File: config.mk
export PLATFORM = sky130hd
export DESIGN_NAME = http2_frame_deframer
export DESIGN_NICKNAME = d
export VERILOG_FILES = /design/src/sv/h2fd_pkg.sv /design/src/sv/http2_frame_deframer.sv /design/src/sv/h2fd_parse.sv
export SDC_FILE = /design/constraint.sdc
export NUM_CORES = 1
export LEC_CHECK = 0
export BUFFER_PORTS_ARGS = -buffer_cell sky130_fd_sc_hd__buf_2
export CORE_AREA = 2 2 313 222
export CTS_CLUSTER_DIAMETER = 30
export DETAILED_ROUTE_END_ITERATION = 8
export DIE_AREA = 0 0 315 224
export HOLD_SLACK_MARGIN = 0.1
export SETUP_SLACK_MARGIN = 0.15
export SLEW_MARGIN = 20
export SYNTH_ARGS = -nofsm -noshare
export SYNTH_HDL_FRONTEND = slang
export SYNTH_SLANG_ARGS = --single-unit
File: constraint.sdc
create_clock -name clk_i -period 12.94 [get_ports clk_i]
set_input_delay 1.941 -clock clk_i [delete_from_list [all_inputs] [get_ports clk_i]]
set_output_delay 1.941 -clock clk_i [all_outputs]
set_load 0.01 [all_outputs]
File: src/sv/h2fd_pkg.sv
// Shared types and constants for the HTTP/2 frame deframer.
package h2fd_pkg;

  localparam int unsigned MAX_PREFIX_BYTES = 24;
  localparam int unsigned HDR_BYTES        = 9;

  // Input operation codes
  typedef enum logic [1:0] {
    OP_DATA    = 2'd0,
    OP_END     = 2'd1,
    OP_ABANDON = 2'd2
  } op_e;

  // Result kinds
  typedef enum logic [1:0] {
    KIND_HEADER  = 2'd0,
    KIND_PAYLOAD = 2'd1,
    KIND_END     = 2'd2,
    KIND_ERROR   = 2'd3
  } kind_e;

  // Error codes
  typedef enum logic [2:0] {
    ERR_NONE            = 3'd0,
    ERR_PREFIX_MISMATCH = 3'd1,
    ERR_END_IN_PREFIX   = 3'd2,
    ERR_PARTIAL_HEADER  = 3'd3,
    ERR_PARTIAL_PAYLOAD = 3'd4
  } err_e;

  // Configuration register indexes
  typedef enum logic [1:0] {
    CFG_PREFIX_LENGTH = 2'd0,
    CFG_PREFIX_WORD0  = 2'd1,
    CFG_PREFIX_WORD1  = 2'd2,
    CFG_PREFIX_WORD2  = 2'd3
  } cfg_idx_e;

  // Parser phases, one-hot
  typedef enum logic [5:0] {
    PH_PREFIX  = 6'b000001,
    PH_HEADER  = 6'b000010,
    PH_PAYLOAD = 6'b000100,
    PH_SKIP    = 6'b001000,
    PH_ENDED   = 6'b010000,
    PH_ERROR   = 6'b100000
  } phase_e;

  typedef struct packed {
    logic [1:0] op;
    logic [7:0] data_byte;
  } in_t;

  typedef struct packed {
    logic [1:0]  kind;
    logic [23:0] frame_length;
    logic [7:0]  frame_type;
    logic [7:0]  frame_flags;
    logic [30:0] stream_ident;
    logic [7:0]  payload_byte;
    logic        last_of_payload;
    logic [2:0]  error_code;
  } out_t;

  // Configuration seen by the parser
  typedef struct packed {
    logic [4:0]  prefix_length;
    logic [63:0] prefix_word0;
    logic [63:0] prefix_word1;
    logic [63:0] prefix_word2;
  } cfg_t;

endpackage

File: src/sv/http2_frame_deframer.sv
// A result passes through the input register and then the result register.
// Throughput: one input transaction per cycle unless the result register stalls; the parser step is combinational.
// Results are held in the result register while out_ready_i is low; input stalls only then.
// Reset (rst_ni low, asynchronous): configuration cleared, parser in prefix phase,
// pipeline empty; a zero prefix length goes straight to frame headers.
module http2_frame_deframer (
  input  logic           clk_i,
  input  logic           rst_ni,
  input  logic           in_valid_i,
  output logic           in_ready_o,
  input  h2fd_pkg::in_t  in_data_i,
  output logic           out_valid_o,
  input  logic           out_ready_i,
  output h2fd_pkg::out_t out_data_o,
  input  logic           cfg_valid_i,
  output logic           cfg_ready_o,
  input  logic [1:0]     cfg_index_i,
  input  logic [63:0]    cfg_data_i
);

  h2fd_pkg::cfg_t cfg_q;
  logic           item_valid_q;
  h2fd_pkg::in_t  item_q;
  logic           out_valid_q;
  h2fd_pkg::out_t out_q;
  logic           out_free;
  logic           step;
  logic           res_valid;
  h2fd_pkg::out_t res;

  assign cfg_ready_o = 1'b1;

  // Configuration registers
  always_ff @(posedge clk_i or negedge rst_ni) begin
    if (!rst_ni) begin
      cfg_q <= '0;
    end else if (cfg_valid_i) begin
      unique case (cfg_index_i)
        h2fd_pkg::CFG_PREFIX_LENGTH: cfg_q.prefix_length <= cfg_data_i[4:0];
        h2fd_pkg::CFG_PREFIX_WORD0:  cfg_q.prefix_word0  <= cfg_data_i;
        h2fd_pkg::CFG_PREFIX_WORD1:  cfg_q.prefix_word1  <= cfg_data_i;
        h2fd_pkg::CFG_PREFIX_WORD2:  cfg_q.prefix_word2  <= cfg_data_i;
        default: ;
      endcase
    end
  end

  // Handshake: advance when the result register is empty or being drained
  assign out_free   = !out_valid_q || out_ready_i;
  assign step       = item_valid_q && out_free;
  assign in_ready_o = !item_valid_q || out_free;

  // Input register
  always_ff @(posedge clk_i or negedge rst_ni) begin
    if (!rst_ni) begin
      item_valid_q <= 1'b0;
    end else if (in_ready_o) begin
      item_valid_q <= in_valid_i;
    end
  end

  always_ff @(posedge clk_i) begin
    if (in_valid_i && in_ready_o) begin
      item_q <= in_data_i;
    end
  end

  h2fd_parse u_parse (
    .clk_i       (clk_i),
    .rst_ni      (rst_ni),
    .step_i      (step),
    .item_i      (item_q),
    .cfg_i       (cfg_q),
    .res_valid_o (res_valid),
    .res_o       (res)
  );

  // Result register
  always_ff @(posedge clk_i or negedge rst_ni) begin
    if (!rst_ni) begin
      out_valid_q <= 1'b0;
    end else if (out_free) begin
      out_valid_q <= step && res_valid;
    end
  end

  always_ff @(posedge clk_i) begin
    if (step && res_valid) begin
      out_q <= res;
    end
  end

  assign out_valid_o = out_valid_q;
  assign out_data_o  = out_q;

endmodule

File: src/sv/h2fd_parse.sv
// Per-item parser step: phase state, prefix match, header assembly, payload count.
module h2fd_parse (
  input  logic            clk_i,
  input  logic            rst_ni,
  input  logic            step_i,
  input  h2fd_pkg::in_t   item_i,
  input  h2fd_pkg::cfg_t  cfg_i,
  output logic            res_valid_o,
  output h2fd_pkg::out_t  res_o
);

  h2fd_pkg::phase_e phase_q, phase_d, phase_eff;
  logic [4:0]  prefix_index_q, prefix_index_d;
  logic [3:0]  header_count_q, header_count_d;
  logic [63:0] header_bytes_q, header_bytes_d;
  logic [23:0] payload_remaining_q, payload_remaining_d;

  logic [4:0]  plen;
  logic [63:0] exp_word;
  logic [7:0]  exp_byte;
  logic [23:0] rem_dec;
  logic [23:0] hdr_len;

  // Clamp the prefix length to the supported maximum
  assign plen = (cfg_i.prefix_length > 5'(h2fd_pkg::MAX_PREFIX_BYTES))
              ? 5'(h2fd_pkg::MAX_PREFIX_BYTES) : cfg_i.prefix_length;

  // Select the expected prefix byte
  always_comb begin
    case (prefix_index_q[4:3])
      2'd0:    exp_word = cfg_i.prefix_word0;
      2'd1:    exp_word = cfg_i.prefix_word1;
      2'd2:    exp_word = cfg_i.prefix_word2;
      default: exp_word = '0;
    endcase
  end
  assign exp_byte = exp_word[{prefix_index_q[2:0], 3'b000} +: 8];

  // A finished prefix behaves as the header phase
  assign phase_eff = ((phase_q == h2fd_pkg::PH_PREFIX) && (prefix_index_q >= plen))
                   ? h2fd_pkg::PH_HEADER : phase_q;

  assign rem_dec = payload_remaining_q - 24'd1;
  assign hdr_len = header_bytes_q[63:40];

  // Next state and result
  always_comb begin
    phase_d             = phase_eff;
    prefix_index_d      = prefix_index_q;
    header_count_d      = header_count_q;
    header_bytes_d      = header_bytes_q;
    payload_remaining_d = payload_remaining_q;
    res_valid_o         = 1'b0;
    res_o               = '0;

    if (phase_eff != h2fd_pkg::PH_ENDED && phase_eff != h2fd_pkg::PH_ERROR) begin
      case (item_i.op)
        h2fd_pkg::OP_ABANDON: begin
          if (phase_eff == h2fd_pkg::PH_PAYLOAD && payload_remaining_q != '0) begin
            phase_d = h2fd_pkg::PH_SKIP;
          end
        end
        h2fd_pkg::OP_END: begin
          res_valid_o = 1'b1;
          res_o.kind  = h2fd_pkg::KIND_ERROR;
          phase_d     = h2fd_pkg::PH_ERROR;
          if (phase_eff == h2fd_pkg::PH_PREFIX) begin
            res_o.error_code = h2fd_pkg::ERR_END_IN_PREFIX;
          end else if (phase_eff == h2fd_pkg::PH_HEADER) begin
            if (header_count_q != '0) begin
              res_o.error_code = h2fd_pkg::ERR_PARTIAL_HEADER;
            end else begin
              res_o.kind = h2fd_pkg::KIND_END;
              phase_d    = h2fd_pkg::PH_ENDED;
            end
          end else begin
            res_o.error_code = h2fd_pkg::ERR_PARTIAL_PAYLOAD;
          end
        end
        h2fd_pkg::OP_DATA: begin
          if (phase_eff == h2fd_pkg::PH_PREFIX) begin
            // Match one prefix byte
            if (item_i.data_byte != exp_byte) begin
              res_valid_o      = 1'b1;
              res_o.kind       = h2fd_pkg::KIND_ERROR;
              res_o.error_code = h2fd_pkg::ERR_PREFIX_MISMATCH;
              phase_d          = h2fd_pkg::PH_ERROR;
            end else begin
              prefix_index_d = prefix_index_q + 5'd1;
              if (prefix_index_d >= plen) begin
                phase_d = h2fd_pkg::PH_HEADER;
              end
            end
          end else if (phase_eff == h2fd_pkg::PH_HEADER) begin
            // Collect header bytes; the ninth completes the header
            if (header_count_q < 4'(h2fd_pkg::HDR_BYTES - 1)) begin
              header_bytes_d = {header_bytes_q[55:0], item_i.data_byte};
              header_count_d = header_count_q + 4'd1;
            end else begin
              res_valid_o          = 1'b1;
              res_o.kind           = h2fd_pkg::KIND_HEADER;
              res_o.frame_length   = hdr_len;
              res_o.frame_type     = header_bytes_q[39:32];
              res_o.frame_flags    = header_bytes_q[31:24];
              res_o.stream_ident   = {header_bytes_q[22:0], item_i.data_byte};
              header_count_d       = '0;
              header_bytes_d       = '0;
              payload_remaining_d  = hdr_len;
              phase_d = (hdr_len != '0) ? h2fd_pkg::PH_PAYLOAD : h2fd_pkg::PH_HEADER;
            end
          end else if (phase_eff == h2fd_pkg::PH_PAYLOAD) begin
            // Pass one payload byte on
            payload_remaining_d = rem_dec;
            res_valid_o         = 1'b1;
            res_o.kind          = h2fd_pkg::KIND_PAYLOAD;
            res_o.payload_byte  = item_i.data_byte;
            if (rem_dec == '0) begin
              res_o.last_of_payload = 1'b1;
              phase_d               = h2fd_pkg::PH_HEADER;
            end
          end else if (phase_eff == h2fd_pkg::PH_SKIP) begin
            // Drop one abandoned payload byte
            payload_remaining_d = rem_dec;
            if (rem_dec == '0) begin
              phase_d = h2fd_pkg::PH_HEADER;
            end
          end
        end
        default: begin
          // Unused code: no result; only the prefix-complete move applies
        end
      endcase
    end
  end

  // State registers
  always_ff @(posedge clk_i or negedge rst_ni) begin
    if (!rst_ni) begin
      phase_q             <= h2fd_pkg::PH_PREFIX;
      prefix_index_q      <= '0;
      header_count_q      <= '0;
      header_bytes_q      <= '0;
      payload_remaining_q <= '0;
    end else if (step_i) begin
      phase_q             <= phase_d;
      prefix_index_q      <= prefix_index_d;
      header_count_q      <= header_count_d;
      header_bytes_q      <= header_bytes_d;
      payload_remaining_q <= payload_remaining_d;
    end
  end

endmodule
==> impl_metrics.json <==
{
  "wl_met1_um": 25900,
  "slowest_delay_ns": 0.53,
  "synth_top_area_share_pct": 40.0,
  "die_h_um": 224,
  "power_frac_clock_pct": 58.8,
  "route.detailed.drc": 0,
  "worst_slew_pin_slew_ns": 1.07,
  "period_needed_ns": 5.14,
  "synth.distinct_cells": 83,
  "grt_max_degree": 129,
  "yosys.area.top_type": "dfrtp_1",
  "comb_power_share_pct": 7.1,
  "rows": 80,
  "slowest_stage": "nor2b_1",
  "gp_congestion": 0.874,
  "syn_area_per_cell_um2": 12.0,
  "postRouteAntennaNets": 0,
  "syn_nets": 1671,
  "route.vias.total": 13500,
  "seq_area_frac_synth_pct": 55.3,
  "antenna_found_initial": 14,
  "rrSetupSlack_ns": 8.15,
  "power.density_nw_per_um2": 180,
  "clk_latency_ns": 0.63,
  "routed_wl_um": 53400,
  "worstPathMaxFanout": 3,
  "synth_warnings": 0,
  "ys.flop_type": "dfrtp_1",
  "via_per_inst": 4.88,
  "path_cells": "buf_2 > nor2b_1 > nand2_1 > buf_2",
  "grt-ovfl-total": 0,
  "firstDrtPassIters": 5,
  "synth_top_family_by_area": "multiplexers",
  "ir_worst_vdd_uv": 98.8,
  "synth_common_cells": "dfrtp_1 (301), mux2_2 (220), nand2_1 (163)",
  "maxCapViolations": 0,
  "drtIter0Drc": 982,
  "grt_pass1_vias": 13800,
  "outcome": "finished, final reports clean",
  "synthXorXnorAreaFrac_pct": 0.791,
  "async_flop_share_pct": 76.1,
  "cts_resized": 0,
  "io_pins": 169,
  "critical_path_class": "input port to primary output",
  "slew_viol_final": 0,
  "fillers": 6523,
  "start_kind": "input port",
  "syn_inst": 1576,
  "fp.coreArea_um2": 67600,
  "p_sw_mw": 0.990,
  "highest_layer": "met5",
  "muxShareOfSynthArea_pct": 16.3,
  "syn_to_final_growth_pct": 28.2,
  "cts.path.max_buffers": 3,
  "wl_met3_um": 2990,
  "grtUsageTotal_pct": 15.0,
  "path_clk_slew_ns": 0.04,
  "fin_skew_ns": 0.0280,
  "clockRootBuffer": "clkbuf_16",
  "arrival_ns": 3.20,
  "power_mw": 4.34,
  "htree_levels": 3,
  "synth_edf_count": 95,
  "wl_per_cell_um": 19.4,
  "port_buffers": 167,
  "finalSetupTns_ns": 0,
  "synth-seq-cells": 397,
  "synthTopCellsByArea": "dfrtp_1 (40%), edfxtp_1 (15%), mux2_2 (13%)",
  "yosys.area_share.simple_pct": 15.8,
  "clkSinkCount": 397,
  "max_slew_margin_pct": 28.9,
  "grt_pass1_wl_um": 82400,
  "synth_area_um2": 18800,
  "p_leak_nw": 10.5,
  "drive_above_1_share_pct": 33.9,
  "power.internal_mw": 3.35,
  "cts_hold_buf": 0,
  "synth_adder_area_share_pct": 0.983,
  "die_area_um2": 70600,
  "fin_nets": 1855,
  "seq_power_share_pct": 34.1,
  "die_w_um": 315,
  "dp_hpwl_um": 34300,
  "hold_path.class": "flip-flop to flip-flop",
  "wl_met2_um": 23300,
  "period_share_pct": 39.7,
  "synth_compound_area_share_pct": 7.97,
  "cp_common_cell": "buf_2",
  "cts_buffers": 100,
  "rsz0062_at_grt": "no",
  "start_util_pct": 27.9,
  "hold_viol": 0,
  "post_cts_buffers": 0,
  "swShare_pct": 22.8,
  "setup_viol": 0,
  "critPathCaptureType": "primary output",
  "max_freq_mhz": 195,
  "cts_tree": "yes",
  "required_ns": 11.00,
  "synth_most_common_cell": "dfrtp_1"
}
==> critical path, delay by kind of cell <==
| kind | cells | cell delay (ns) |
|---|---|---|
| simple gates | 2 | 0.91 |
| buf+inv | 2 | 0.33 |
==> layout make-up <==
| cell class | instances | area [µm²] | area share (%) |
|---|---|---|---|
| Antenna cell | 6 | 15.0 | 0.0622 |
| Clock buffer | 135 | 2850 | 11.8 |
| Clock inverter | 53 | 679 | 2.81 |
| Inverter | 16 | 60.1 | 0.249 |
| Multi-Input combinational cell | 1055 | 7930 | 32.8 |
| Sequential cell | 397 | 10400 | 43.1 |
| Tap cell | 902 | 1130 | 4.67 |
| Timing Repair Buffer | 190 | 1060 | 4.40 |
==> cells in the final DEF (no fill, tap or decap), drive strengths merged, types with 7 or more instances in the layout <==
cell / instances
a221oi: 24
xnor2: 11
and2: 86
nand3: 18
nand3b: 71
o31ai: 12
a2bb2oi: 11
nor2b: 10
a21oi: 28
a221o: 14
nand2b: 31
or3: 8
a211oi: 9
edfxtp: 95
or4: 8
nor3: 42
inv: 22
a31oi: 7
ha: 14
clkbuf: 135
bufinv: 12
nor4: 19
a22oi: 9
nor2: 65
o21ai: 37
dfrtp: 301
nand4: 11
clkinv: 26
clkinvlp: 9
nand2: 163
mux2: 231
mux2i: 32
buf: 190
==> logic make-up (layout without fill, tap and decap cells) <==
kind of cell               after synthesis  in the layout
muxes                                  269            269
xor gates and xnor gates                17             17
buffers and inverters                  124            394
adders and majority gates               15             15
DFF                                    397            397
other                                    1              7
and+or+nand+nor                        551            551
AOI/OAI and AO/OA                      202            202
==> through the flow <==
step	area, µm²	cells	worst slack, ns	hold WS (ns)	utilization [%]
6_report	24100	2754	7.80	0.477	35.7
5_1_grt	24100	2750	7.81	0.496	35.7
4_1_cts	24100	2746	7.86	0.479	35.6
3_5_place_dp	20500	2558	7.87	0.470	30.4
3_3_place_gp	20500	2558	7.82	0.459	30.4
2_1_floorplan	18800	1576	3.84	0.439	-
==> flip-flops by register name (all words and copies together), names as in the netlist <==
name and flops:
out_data_o 85, item_q 10, cfg_q 197, u_parse.prefix_index_q 5, u_parse.phase_q 6, u_parse.header_count_q 4
u_parse.header_bytes_q 64, item_valid_q 1, u_parse.payload_remaining_q 24, out_valid_o 1
==> routing by layer <==
layer / global-route usage, % / up-vias
met2: 22.0 / 371
met4: 4.79 / 10
li1: - / 6149
met1: 21.8 / 6827
met5: 0 / -
met3: 3.58 / 96
==> power by group through the flow <==
stage | clock, mW | sequential [mW] | combinational [mW]
final | 2.55 | 1.48 | 0.310
after global routing | 2.66 | 1.49 | 0.340
after CTS | 2.59 | 1.48 | 0.311
after floorplan | 0 | 1.47 | 0.217
after detailed placement | 0 | 1.50 | 0.308
after global placement | 0 | 1.49 | 0.294
==> worst paths after layout <==
path                                             from                    endpoint  cells after the start
setup / recovery                          out_ready_i                  in_ready_o                      4
hold / removal             u_parse.header_bytes_q[23]  u_parse.header_bytes_q[23]                      2
setup reg to reg            u_parse.prefix_index_q[1]              out_data_o[23]                     10
hold reg to reg            u_parse.header_bytes_q[23]  u_parse.header_bytes_q[23]                      2
max in group asynchronous                      rst_ni  u_parse.header_bytes_q[24]                      4
min in group asynchronous                      rst_ni                  cfg_q[139]                      1
Note: power is estimated with default switching activity, not from simulation.
